--- config.mk ---
export PLATFORM = sky130hd
export DESIGN_NAME = link_reconnect_backoff_policy
export DESIGN_NICKNAME = d
export VERILOG_FILES = /design/src/hw/rtl/lrbp_pkg.sv /design/src/hw/rtl/lrbp_step.sv /design/src/hw/rtl/link_reconnect_backoff_policy.sv
export SDC_FILE = /design/constraint.sdc
export NUM_CORES = 1
export LEC_CHECK = 0
export ABC_CLOCK_PERIOD_IN_PS = 8250
export BUFFER_PORTS_ARGS = -buffer_cell sky130_fd_sc_hd__buf_2
export CAP_MARGIN = 20
export CORE_ASPECT_RATIO = 0.8
export CORE_MARGIN = 5
export CORE_UTILIZATION = 35
export CTS_CLUSTER_SIZE = 28
export DETAILED_ROUTE_END_ITERATION = 8
export GPL_TIMING_DRIVEN = 1
export SETUP_SLACK_MARGIN = 0.05
export SLEW_MARGIN = 20
export SYNTH_ARGS = -nofsm -noshare
export SYNTH_HDL_FRONTEND = slang
export SYNTH_SLANG_ARGS = --single-unit
--- constraint.sdc ---
create_clock -name aclk -period 8.25 [get_ports aclk]
set_input_delay 0 -clock aclk [delete_from_list [all_inputs] [get_ports aclk]]
set_output_delay 0 -clock aclk [all_outputs]
set_load 0.05 [all_outputs]
--- src/hw/rtl/lrbp_pkg.sv ---
// Shared types, codes and helpers for the link reconnect backoff policy.
package lrbp_pkg;

    // Event kinds
    localparam logic [2:0] REQ_TICK        = 3'd0;
    localparam logic [2:0] REQ_NET_CHANGE  = 3'd1;
    localparam logic [2:0] REQ_CONNECT_NOW = 3'd2;
    localparam logic [2:0] REQ_RESTART     = 3'd3;
    localparam logic [2:0] REQ_RESULT      = 3'd4;
    localparam logic [2:0] REQ_DROPPED     = 3'd5;
    localparam logic [2:0] REQ_SETTINGS    = 3'd6;

    // Actions
    localparam logic [1:0] ACT_NONE       = 2'd0;
    localparam logic [1:0] ACT_CONNECT    = 2'd1;
    localparam logic [1:0] ACT_DISCONNECT = 2'd2;

    // Link state codes
    localparam logic [2:0] LS_OFF        = 3'd0;
    localparam logic [2:0] LS_NO_NETWORK = 3'd1;
    localparam logic [2:0] LS_CONNECTING = 3'd2;
    localparam logic [2:0] LS_WAITING    = 3'd3;
    localparam logic [2:0] LS_CONNECTED  = 3'd4;

    // Configuration register indexes
    localparam int unsigned CFG_INDEX_W = 2;
    localparam logic [CFG_INDEX_W-1:0] REG_LINK_ENABLED = 2'd0;
    localparam logic [CFG_INDEX_W-1:0] REG_RETRY_INTERVAL = 2'd1;
    localparam logic [CFG_INDEX_W-1:0] REG_RETRY_CAP = 2'd2;

    localparam logic [31:0] MIN_RETRY_MS   = 32'd100;
    localparam logic [31:0] RESET_RETRY_MS = 32'd1000;
    localparam logic [31:0] RESET_CAP_MS   = 32'd60000;
    localparam logic [31:0] NEVER_MS       = 32'hFFFF_FFFF;
    localparam logic [15:0] COUNT_MAX      = 16'hFFFF;

    typedef struct packed {
        logic [2:0]  req_type;
        logic [31:0] now_ms;
        logic        event_flag;
    } event_t;

    typedef struct packed {
        logic        link_enabled;
        logic [31:0] eff_base;   // retry interval, already floored
        logic [31:0] cap_raw;
    } cfg_t;

    typedef struct packed {
        logic        is_connected;
        logic        is_awaiting;
        logic        network_up;
        logic        restart_pending;
        logic [31:0] backoff_interval;
        logic [31:0] next_attempt_time;
        logic [31:0] connect_time;
        logic [15:0] connects_total;
        logic [15:0] failures_total;
        logic [15:0] drops_total;
    } pol_state_t;

    typedef struct packed {
        logic [1:0]  action;
        logic [2:0]  link_state;
        logic [31:0] next_attempt_in_ms;
        logic [31:0] connected_for_ms;
        logic [15:0] connect_count;
        logic [15:0] failure_count;
        logic [15:0] drop_count;
    } result_t;

    // rem = target - now; target counts as reached when now - target < 2^31
    function automatic logic rem_reached(input logic [31:0] rem);
        return (rem == 32'd0) || (rem[31] && (rem[30:0] != 31'd0));
    endfunction

    function automatic logic [15:0] sat_inc(input logic [15:0] cnt);
        return (cnt == COUNT_MAX) ? cnt : cnt + 16'd1;
    endfunction

endpackage

--- src/hw/rtl/lrbp_step.sv ---
// Next-state and status logic for one policy event.
module lrbp_step (
    input  lrbp_pkg::pol_state_t st,
    input  lrbp_pkg::cfg_t       cfg,
    input  lrbp_pkg::event_t     ev,
    output lrbp_pkg::pol_state_t st_next,
    output lrbp_pkg::result_t    res
);

    logic [31:0] eff_cap;
    logic [31:0] backoff_grown;
    logic [31:0] rem_old;
    logic [31:0] rem;
    logic [31:0] now_plus_backoff;
    logic [31:0] now_plus_base;
    logic        ct_fresh;
    logic [1:0]  act;
    lrbp_pkg::pol_state_t nx;

    assign eff_cap          = (cfg.cap_raw < cfg.eff_base) ? cfg.eff_base : cfg.cap_raw;
    assign backoff_grown    = (st.backoff_interval > {1'b0, eff_cap[31:1]}) ?
                              eff_cap : {st.backoff_interval[30:0], 1'b0};
    assign rem_old          = st.next_attempt_time - ev.now_ms;
    assign now_plus_backoff = ev.now_ms + st.backoff_interval;
    assign now_plus_base    = ev.now_ms + cfg.eff_base;

    // rem tracks next_attempt_time - now for the updated state, so the
    // status needs no second subtract after the schedule update
    always_comb begin
        nx       = st;
        act      = lrbp_pkg::ACT_NONE;
        rem      = rem_old;
        ct_fresh = 1'b0;
        unique case (ev.req_type)
            lrbp_pkg::REQ_TICK: begin
                if (st.is_connected || st.is_awaiting) begin
                    if (!(cfg.link_enabled && st.network_up && !st.restart_pending)) begin
                        nx.is_connected      = 1'b0;
                        nx.is_awaiting       = 1'b0;
                        nx.restart_pending   = 1'b0;
                        nx.backoff_interval  = cfg.eff_base;
                        nx.next_attempt_time = ev.now_ms;
                        rem                  = '0;
                        act                  = lrbp_pkg::ACT_DISCONNECT;
                    end
                end else begin
                    if (st.restart_pending) begin
                        nx.restart_pending   = 1'b0;
                        nx.backoff_interval  = cfg.eff_base;
                        nx.next_attempt_time = ev.now_ms;
                        rem                  = '0;
                    end
                    if (cfg.link_enabled && st.network_up &&
                        (st.restart_pending || lrbp_pkg::rem_reached(rem_old))) begin
                        nx.is_awaiting = 1'b1;
                        act            = lrbp_pkg::ACT_CONNECT;
                    end
                end
            end
            lrbp_pkg::REQ_NET_CHANGE: begin
                if (ev.event_flag != st.network_up) begin
                    nx.network_up = ev.event_flag;
                    if (ev.event_flag) begin
                        nx.backoff_interval  = cfg.eff_base;
                        nx.next_attempt_time = ev.now_ms;
                        rem                  = '0;
                    end
                end
            end
            lrbp_pkg::REQ_CONNECT_NOW: begin
                nx.backoff_interval  = cfg.eff_base;
                nx.next_attempt_time = ev.now_ms;
                rem                  = '0;
            end
            lrbp_pkg::REQ_RESTART: begin
                if (st.is_connected || st.is_awaiting) begin
                    nx.restart_pending = 1'b1;
                end else begin
                    nx.backoff_interval  = cfg.eff_base;
                    nx.next_attempt_time = ev.now_ms;
                    rem                  = '0;
                end
            end
            lrbp_pkg::REQ_RESULT: begin
                if (st.is_awaiting) begin
                    nx.is_awaiting = 1'b0;
                    if (ev.event_flag) begin
                        nx.is_connected     = 1'b1;
                        nx.connect_time     = ev.now_ms;
                        ct_fresh            = 1'b1;
                        nx.connects_total   = lrbp_pkg::sat_inc(st.connects_total);
                        nx.failures_total   = '0;
                        nx.backoff_interval = cfg.eff_base;
                    end else begin
                        nx.failures_total    = lrbp_pkg::sat_inc(st.failures_total);
                        nx.next_attempt_time = now_plus_backoff;
                        rem                  = st.backoff_interval;
                        nx.backoff_interval  = backoff_grown;
                    end
                end
            end
            lrbp_pkg::REQ_DROPPED: begin
                if (st.is_connected) begin
                    nx.is_connected      = 1'b0;
                    nx.drops_total       = lrbp_pkg::sat_inc(st.drops_total);
                    nx.backoff_interval  = cfg.eff_base;
                    nx.next_attempt_time = now_plus_base;
                    rem                  = cfg.eff_base;
                end
            end
            lrbp_pkg::REQ_SETTINGS: begin
                if (!st.is_connected && !st.is_awaiting) begin
                    nx.backoff_interval  = cfg.eff_base;
                    nx.next_attempt_time = ev.now_ms;
                    rem                  = '0;
                end
            end
            default: begin
            end
        endcase
    end

    always_comb begin
        res        = '0;
        res.action = act;
        priority if (nx.is_connected) begin
            res.link_state = lrbp_pkg::LS_CONNECTED;
        end else if (nx.is_awaiting) begin
            res.link_state = lrbp_pkg::LS_CONNECTING;
        end else if (!cfg.link_enabled) begin
            res.link_state = lrbp_pkg::LS_OFF;
        end else if (!nx.network_up) begin
            res.link_state = lrbp_pkg::LS_NO_NETWORK;
        end else begin
            res.link_state = lrbp_pkg::LS_WAITING;
        end

        priority if (nx.is_connected || !cfg.link_enabled || !nx.network_up) begin
            res.next_attempt_in_ms = lrbp_pkg::NEVER_MS;
        end else if (nx.is_awaiting || lrbp_pkg::rem_reached(rem)) begin
            res.next_attempt_in_ms = '0;
        end else begin
            res.next_attempt_in_ms = rem;
        end

        res.connected_for_ms = (nx.is_connected && !ct_fresh) ?
                               (ev.now_ms - st.connect_time) : 32'd0;
        res.connect_count    = nx.connects_total;
        res.failure_count    = nx.failures_total;
        res.drop_count       = nx.drops_total;
    end

    assign st_next = nx;

endmodule

--- src/hw/rtl/link_reconnect_backoff_policy.sv ---
// Top level of the link reconnect backoff policy: beat registers, settings, policy state.
//
//  channel | dir | handshake             | contents
//  --------+-----+-----------------------+-------------------------------------------
//  s_      | in  | s_tvalid / s_tready   | one link event per beat
//  m_      | out | m_tvalid / m_tready   | one status result per event beat
//  cfg_    | in  | cfg_wr_en (no wait)   | settings write by register index
//
//  One beat per cycle sustained while m_ is not stalled; m_tvalid rises once an accepted
//  beat has passed the input register and then the result register. The policy state is
//  updated at the same edge as the result register, so the next event sees it at once.
//  aresetn is synchronous, active low; it clears valids and policy state, resets settings.
//  A stalled m_ side holds the result; the input register still takes one beat,
//  after which s_tready drops until the result is taken.
module link_reconnect_backoff_policy (
    input  logic                               aclk,
    input  logic                               aresetn,
    // event beats
    input  logic                               s_tvalid,
    output logic                               s_tready,
    input  logic [39:0]                        s_tdata,   // [31:0] now_ms, [32] event_flag
    input  logic [2:0]                         s_tuser,   // [2:0] req_type
    // result beats
    output logic                               m_tvalid,
    input  logic                               m_tready,
    // [1:0] action, [4:2] link_state, [36:5] next_attempt_in_ms,
    // [68:37] connected_for_ms, [84:69] connect_count, [100:85] failure_count,
    // [116:101] drop_count
    output logic [119:0]                       m_tdata,
    // settings write port
    input  logic                               cfg_wr_en,
    input  logic [lrbp_pkg::CFG_INDEX_W-1:0]   cfg_index,
    input  logic [31:0]                        cfg_data
);

    // beat registers
    logic                 in_valid_reg, in_valid_next;
    lrbp_pkg::event_t     in_reg;
    logic                 out_valid_reg, out_valid_next;
    lrbp_pkg::result_t    out_reg;

    // settings
    lrbp_pkg::cfg_t       cfg_reg;

    // policy state
    lrbp_pkg::pol_state_t st_reg;
    lrbp_pkg::pol_state_t st_next;
    lrbp_pkg::result_t    res;

    logic s_accept;
    logic out_ready;
    logic advance;

    assign out_ready = !out_valid_reg || m_tready;
    assign advance   = in_valid_reg && out_ready;
    assign s_tready  = !in_valid_reg || out_ready;
    assign s_accept  = s_tvalid && s_tready;

    assign in_valid_next  = s_accept ? 1'b1 : (advance ? 1'b0 : in_valid_reg);
    assign out_valid_next = advance ? 1'b1 : (m_tready ? 1'b0 : out_valid_reg);

    lrbp_step u_step (
        .st      (st_reg),
        .cfg     (cfg_reg),
        .ev      (in_reg),
        .st_next (st_next),
        .res     (res)
    );

    // control and state
    always_ff @(posedge aclk) begin
        if (!aresetn) begin
            in_valid_reg  <= 1'b0;
            out_valid_reg <= 1'b0;
            st_reg        <= '0;
        end else begin
            in_valid_reg  <= in_valid_next;
            out_valid_reg <= out_valid_next;
            if (advance) begin
                st_reg <= st_next;
            end
        end
    end

    // payload, no reset
    always_ff @(posedge aclk) begin
        if (s_accept) begin
            in_reg.req_type   <= s_tuser;
            in_reg.now_ms     <= s_tdata[31:0];
            in_reg.event_flag <= s_tdata[32];
        end
        if (advance) begin
            out_reg <= res;
        end
    end

    // settings: the retry interval is floored at write time
    always_ff @(posedge aclk) begin
        if (!aresetn) begin
            cfg_reg.link_enabled <= 1'b0;
            cfg_reg.eff_base     <= lrbp_pkg::RESET_RETRY_MS;
            cfg_reg.cap_raw      <= lrbp_pkg::RESET_CAP_MS;
        end else if (cfg_wr_en) begin
            unique case (cfg_index)
                lrbp_pkg::REG_LINK_ENABLED: begin
                    cfg_reg.link_enabled <= cfg_data[0];
                end
                lrbp_pkg::REG_RETRY_INTERVAL: begin
                    cfg_reg.eff_base <= (cfg_data < lrbp_pkg::MIN_RETRY_MS) ?
                                        lrbp_pkg::MIN_RETRY_MS : cfg_data;
                end
                lrbp_pkg::REG_RETRY_CAP: begin
                    cfg_reg.cap_raw <= cfg_data;
                end
                default: begin
                end
            endcase
        end
    end

    assign m_tvalid = out_valid_reg;
    assign m_tdata  = {3'b000,
                       out_reg.drop_count,
                       out_reg.failure_count,
                       out_reg.connect_count,
                       out_reg.connected_for_ms,
                       out_reg.next_attempt_in_ms,
                       out_reg.link_state,
                       out_reg.action};

    // connected and awaiting an attempt result never hold together
    a_conn_await_excl: assert property (@(posedge aclk) disable iff (!aresetn)
        !(st_reg.is_connected && st_reg.is_awaiting))
        else $error("connected and awaiting both set");

    // only a tick may ask for an action
    a_action_tick_only: assert property (@(posedge aclk) disable iff (!aresetn)
        (advance && (res.action != lrbp_pkg::ACT_NONE)) |->
        (in_reg.req_type == lrbp_pkg::REQ_TICK))
        else $error("action on a non-tick event");

    // a connect request leaves the policy awaiting the result
    a_connect_awaits: assert property (@(posedge aclk) disable iff (!aresetn)
        (advance && (res.action == lrbp_pkg::ACT_CONNECT)) |=> st_reg.is_awaiting)
        else $error("connect issued without awaiting");

    // a live connection carries no failure streak
    a_conn_no_failures: assert property (@(posedge aclk) disable iff (!aresetn)
        st_reg.is_connected |-> (st_reg.failures_total == 16'd0))
        else $error("failures counted while connected");

endmodule
==> flow_summary_export.csv <==
group,metric,value,unit
cells_and_area,fin_nets,3364,
timing,holdWs,130.1,ps
placement,pre_cts_ws,1333,ps
route,avgViaCountPerCell,5.648,
grt,grt.total_usage,21.09,%
clocking,cts_buffers,42,
worst_setup_path,required,8750,ps
cells_and_area,stdcell_area,28950,sq um
clocking,clk_latency,590,ps
route,drt_wl_total,83790,um
worst_setup_path,crit_type,"reg2reg",
cells_and_area,largest_reg_flops,148,
route,route.detailed.drc,0,
timing,fmax,142.7,MHz
timing,fin_crit_sh,84.94,%
worst_setup_path,regToRegSetupSlack,1240,ps
route,ant_nets,0,
placement,numPortBuffers,193,
route,vias,22900,
cells_and_area,antennaDiodeCount,0,
placement,place.gp.congestion,0.9644,
clocking,cts_setup_buffers,0,
timing,drv_slew,0,
synthesis,postSynthAreaPerCell,8.624,sq um
hold_path,min_path_type,"in2reg",
synthesis,async_flop_share,0,%
floorplan,rows,87,
grt,grt_pass1_vias,21290,
status,status,"completed",
pwr,ir_worst_vdd,0.0001331,V
clocking,clockBufferDepth,3,
grt,antenna_found_initial,0,
timing,period_needed,7008,ps
worst_setup_path,end_kind,"flop",
timing,worst_slew_pin_slew,1114,ps
worst_setup_path,r2r_end,"st_reg[116]",
synthesis,ys_warn_count,0,
worst_setup_path,worstPathMaxFanout,21,
floorplan,die_w,307.8,um
worst_setup_path,critPathLaunchType,"flop",
synthesis,ys_seq_area_share,35.84,%
worst_setup_path,crit_path_end,"st_reg[116]",
cells_and_area,drive_gt1_share,11.05,%
synthesis,netlist_area,24830,sq um
clocking,cts_tree,"done",
timing,finalClockSkew,38.24,ps
floorplan,io_pins,204,
grt,overflow,0,
pwr,p_per_area,171.4,nW/um^2
placement,dp_hpwl,61220,um
grt,grt_max_degree,97,
synthesis,synthCells,2879,
cells_and_area,areaGrowthSynthToFinish,16.61,%
timing,rsz0062_at_grt,"false",
route,dr.pass1.iters,7,
worst_setup_path,crit_start,"cfg_reg[33]",
worst_setup_path,reg2reg_depth,22,
clocking,clkTransAtPathRegs,60,ps
timing,relSlewSlack,25.75,%
cells_and_area,final_util,41.11,%
route,drt_iter0_drc,2337,
timing,tns,0,ps
grt,grt_pass1_wl,127400,um
clocking,h-tree-depth,2,
route,wire_per_inst,20.66,um
floorplan,die-area,76400,sq um
worst_setup_path,arrival,7510,ps
job,drv_cap,0,
clocking,cts_sinks,368,
synthesis,ys_seq_elements,368,
timing,fin_ws,1243,ps
floorplan,initial_core_util,35.25,%
synthesis,synth_edf_count,153,
synthesis,ys_types,85,
pwr,power_leakage,11.31,nW
clocking,cts_root_buffer,"clkbuf_16",
floorplan,coreArea,70430,sq um
synthesis,ys.flop_type,"dfxtp_1",
timing,finalSetupViolCount,0,
placement,dpl_cell_area,26710,sq um
worst_setup_path,r2r-start,"cfg_reg[33]",
timing,report.final.hold_viol_count,0,
floorplan,die_h,248.2,um
[worst min path at each step]
stage	startpoint	end	slack, ps	depth (start not counted)
global placement	s_tdata[24]	in_reg[25]	180	1
global route	s_tdata[0]	in_reg[1]	120	2
finish	s_tdata[0]	in_reg[1]	130	2
CTS	s_tdata[0]	in_reg[1]	100	2
floorplan	s_tdata[32]	in_reg[0]	100	0
detailed placement	s_tdata[24]	in_reg[25]	180	1
[kinds of logic (layout without fill, tap and decap cells)]
group           after synthesis  count (layout)  share of synthesized area (%)
mux                          44              44                          1.809
flops                       368             368                          35.84
simple gates                921             921                          17.31
compound gates              910             910                          25.39
buf+inv                     297             537                          4.641
fa+ha+maj                   193             193                          9.847
other cells                   1               3                        0.01510
xor+xnor                    145             145                          5.145
[cells in the final DEF, fill, tap and decap left out, types with 36 or more instances in the layout]
| cell | n |
|---|---|
| a21boi_0 | 116 |
| a21o_1 | 88 |
| a21oi_1 | 196 |
| a31oi_1 | 49 |
| buf_2 | 192 |
| buf_4 | 41 |
| clkbuf_16 | 43 |
| dfxtp_1 | 215 |
| dlygate4sd3_1 | 81 |
| edfxtp_1 | 153 |
| ha_1 | 189 |
| inv_1 | 146 |
| mux2i_1 | 37 |
| nand2_1 | 405 |
| nand3_1 | 64 |
| nand4_1 | 36 |
| nor2_1 | 157 |
| nor3_1 | 51 |
| o21ai_0 | 123 |
| o31ai_1 | 43 |
| xnor2_1 | 98 |
| xor2_1 | 46 |
[cell usage after synthesis, types with 8 or more instances]
cell type  instances  share of area [%]
a22oi_1           11               0.33
o21ai_0          123                2.5
a222oi_1          20               0.81
nand2b_1          20               0.50
inv_1            146                2.2
o21bai_1          24               0.73
ha_1             189                9.5
and4_1             8               0.28
o22ai_1            8               0.20
clkbuf_1         137                2.1
dfxtp_1          215                 17
nand3_1           64                1.3
o21a_1            28               0.85
a211oi_1          17               0.51
nor2_1           161                2.4
edfxtp_1         153                 19
a221oi_1          23               0.81
nor4b_1            8               0.28
nor3_1            51                1.0
a21o_1            88                2.7
a31oi_1           49                1.2
or3_1             26               0.66
xor2_1            46                1.6
nor2b_1           35               0.88
a21boi_0         116                3.5
a221o_1           30                1.2
xnor2_1           98                3.5
a21oi_1          196                4.0
nand4_1           36               0.91
and2_1            26               0.66
o211ai_1          15               0.45
nor3b_1            9               0.27
nor4_1            21               0.53
a2111oi_0          8               0.28
and3_1            18               0.45
o221ai_1          30                1.1
o31ai_1           43                1.3
nand2_1          406                6.1
or2_2             15               0.38
o2111ai_1          9               0.32
mux2i_1           37                1.5
[layer usage]
layer	vias to the layer above	GRT usage (%)	routed length (um)
li1	11050	-	-
met1	10850	30.41	38160
met2	891	32.79	36300
met3	114	3.630	7207
met4	0	5.621	2127
met5	-	0	0
[worst max-delay path: stages (launching register included)]
cell       delay (ps)
dfxtp_1           710
inv_1             100
ha_1              290
a21o_1            160
a21o_1            170
a21o_1            170
a21o_1            170
a2111oi_0         410
o41ai_1           210
a2111oi_0         530
o31a_2            660
buf_4             340
mux2i_1           280
ha_1              280
nand4_1           150
nor3_1             70
a2111oi_0         470
a21oi_1           160
o21ai_0           440
or3_1             410
buf_4             370
o221ai_1          170
a31oi_1           190
[per-stage QoR]
step / std cells / total power, mW
6_report: 4055 / 4.962
4_1_cts: 4055 / 4.996
2_1_floorplan: 2881 / 2.687
3_3_place_gp: 3898 / 2.966
3_5_place_dp: 3898 / 2.966
5_1_grt: 4055 / 5.167
[what timing repair did]
action	4_1_cts	5_1_grt
hold buffers	81	0
endpoints found under the hold margin	103	0
gates resized for setup	0	0
[layout make-up]
| cell class | count | area, sq um |
|---|---|---|
| multi-input combinational | 2216 | 14830 |
| inverter | 147 | 556.8 |
| sequential | 368 | 8899 |
| fill | 7024 | 41480 |
| tap | 934 | 1169 |
| clock buffer | 52 | 1140 |
| clock inverter | 24 | 280.3 |
| timing repair buffer | 314 | 2079 |
[power by group]
group,internal (mW),switching [mW]
clock network,1.17,0.816
logic,0.347,0.596
registers,1.95,0.0815
(Power assumes the default switching activity.)
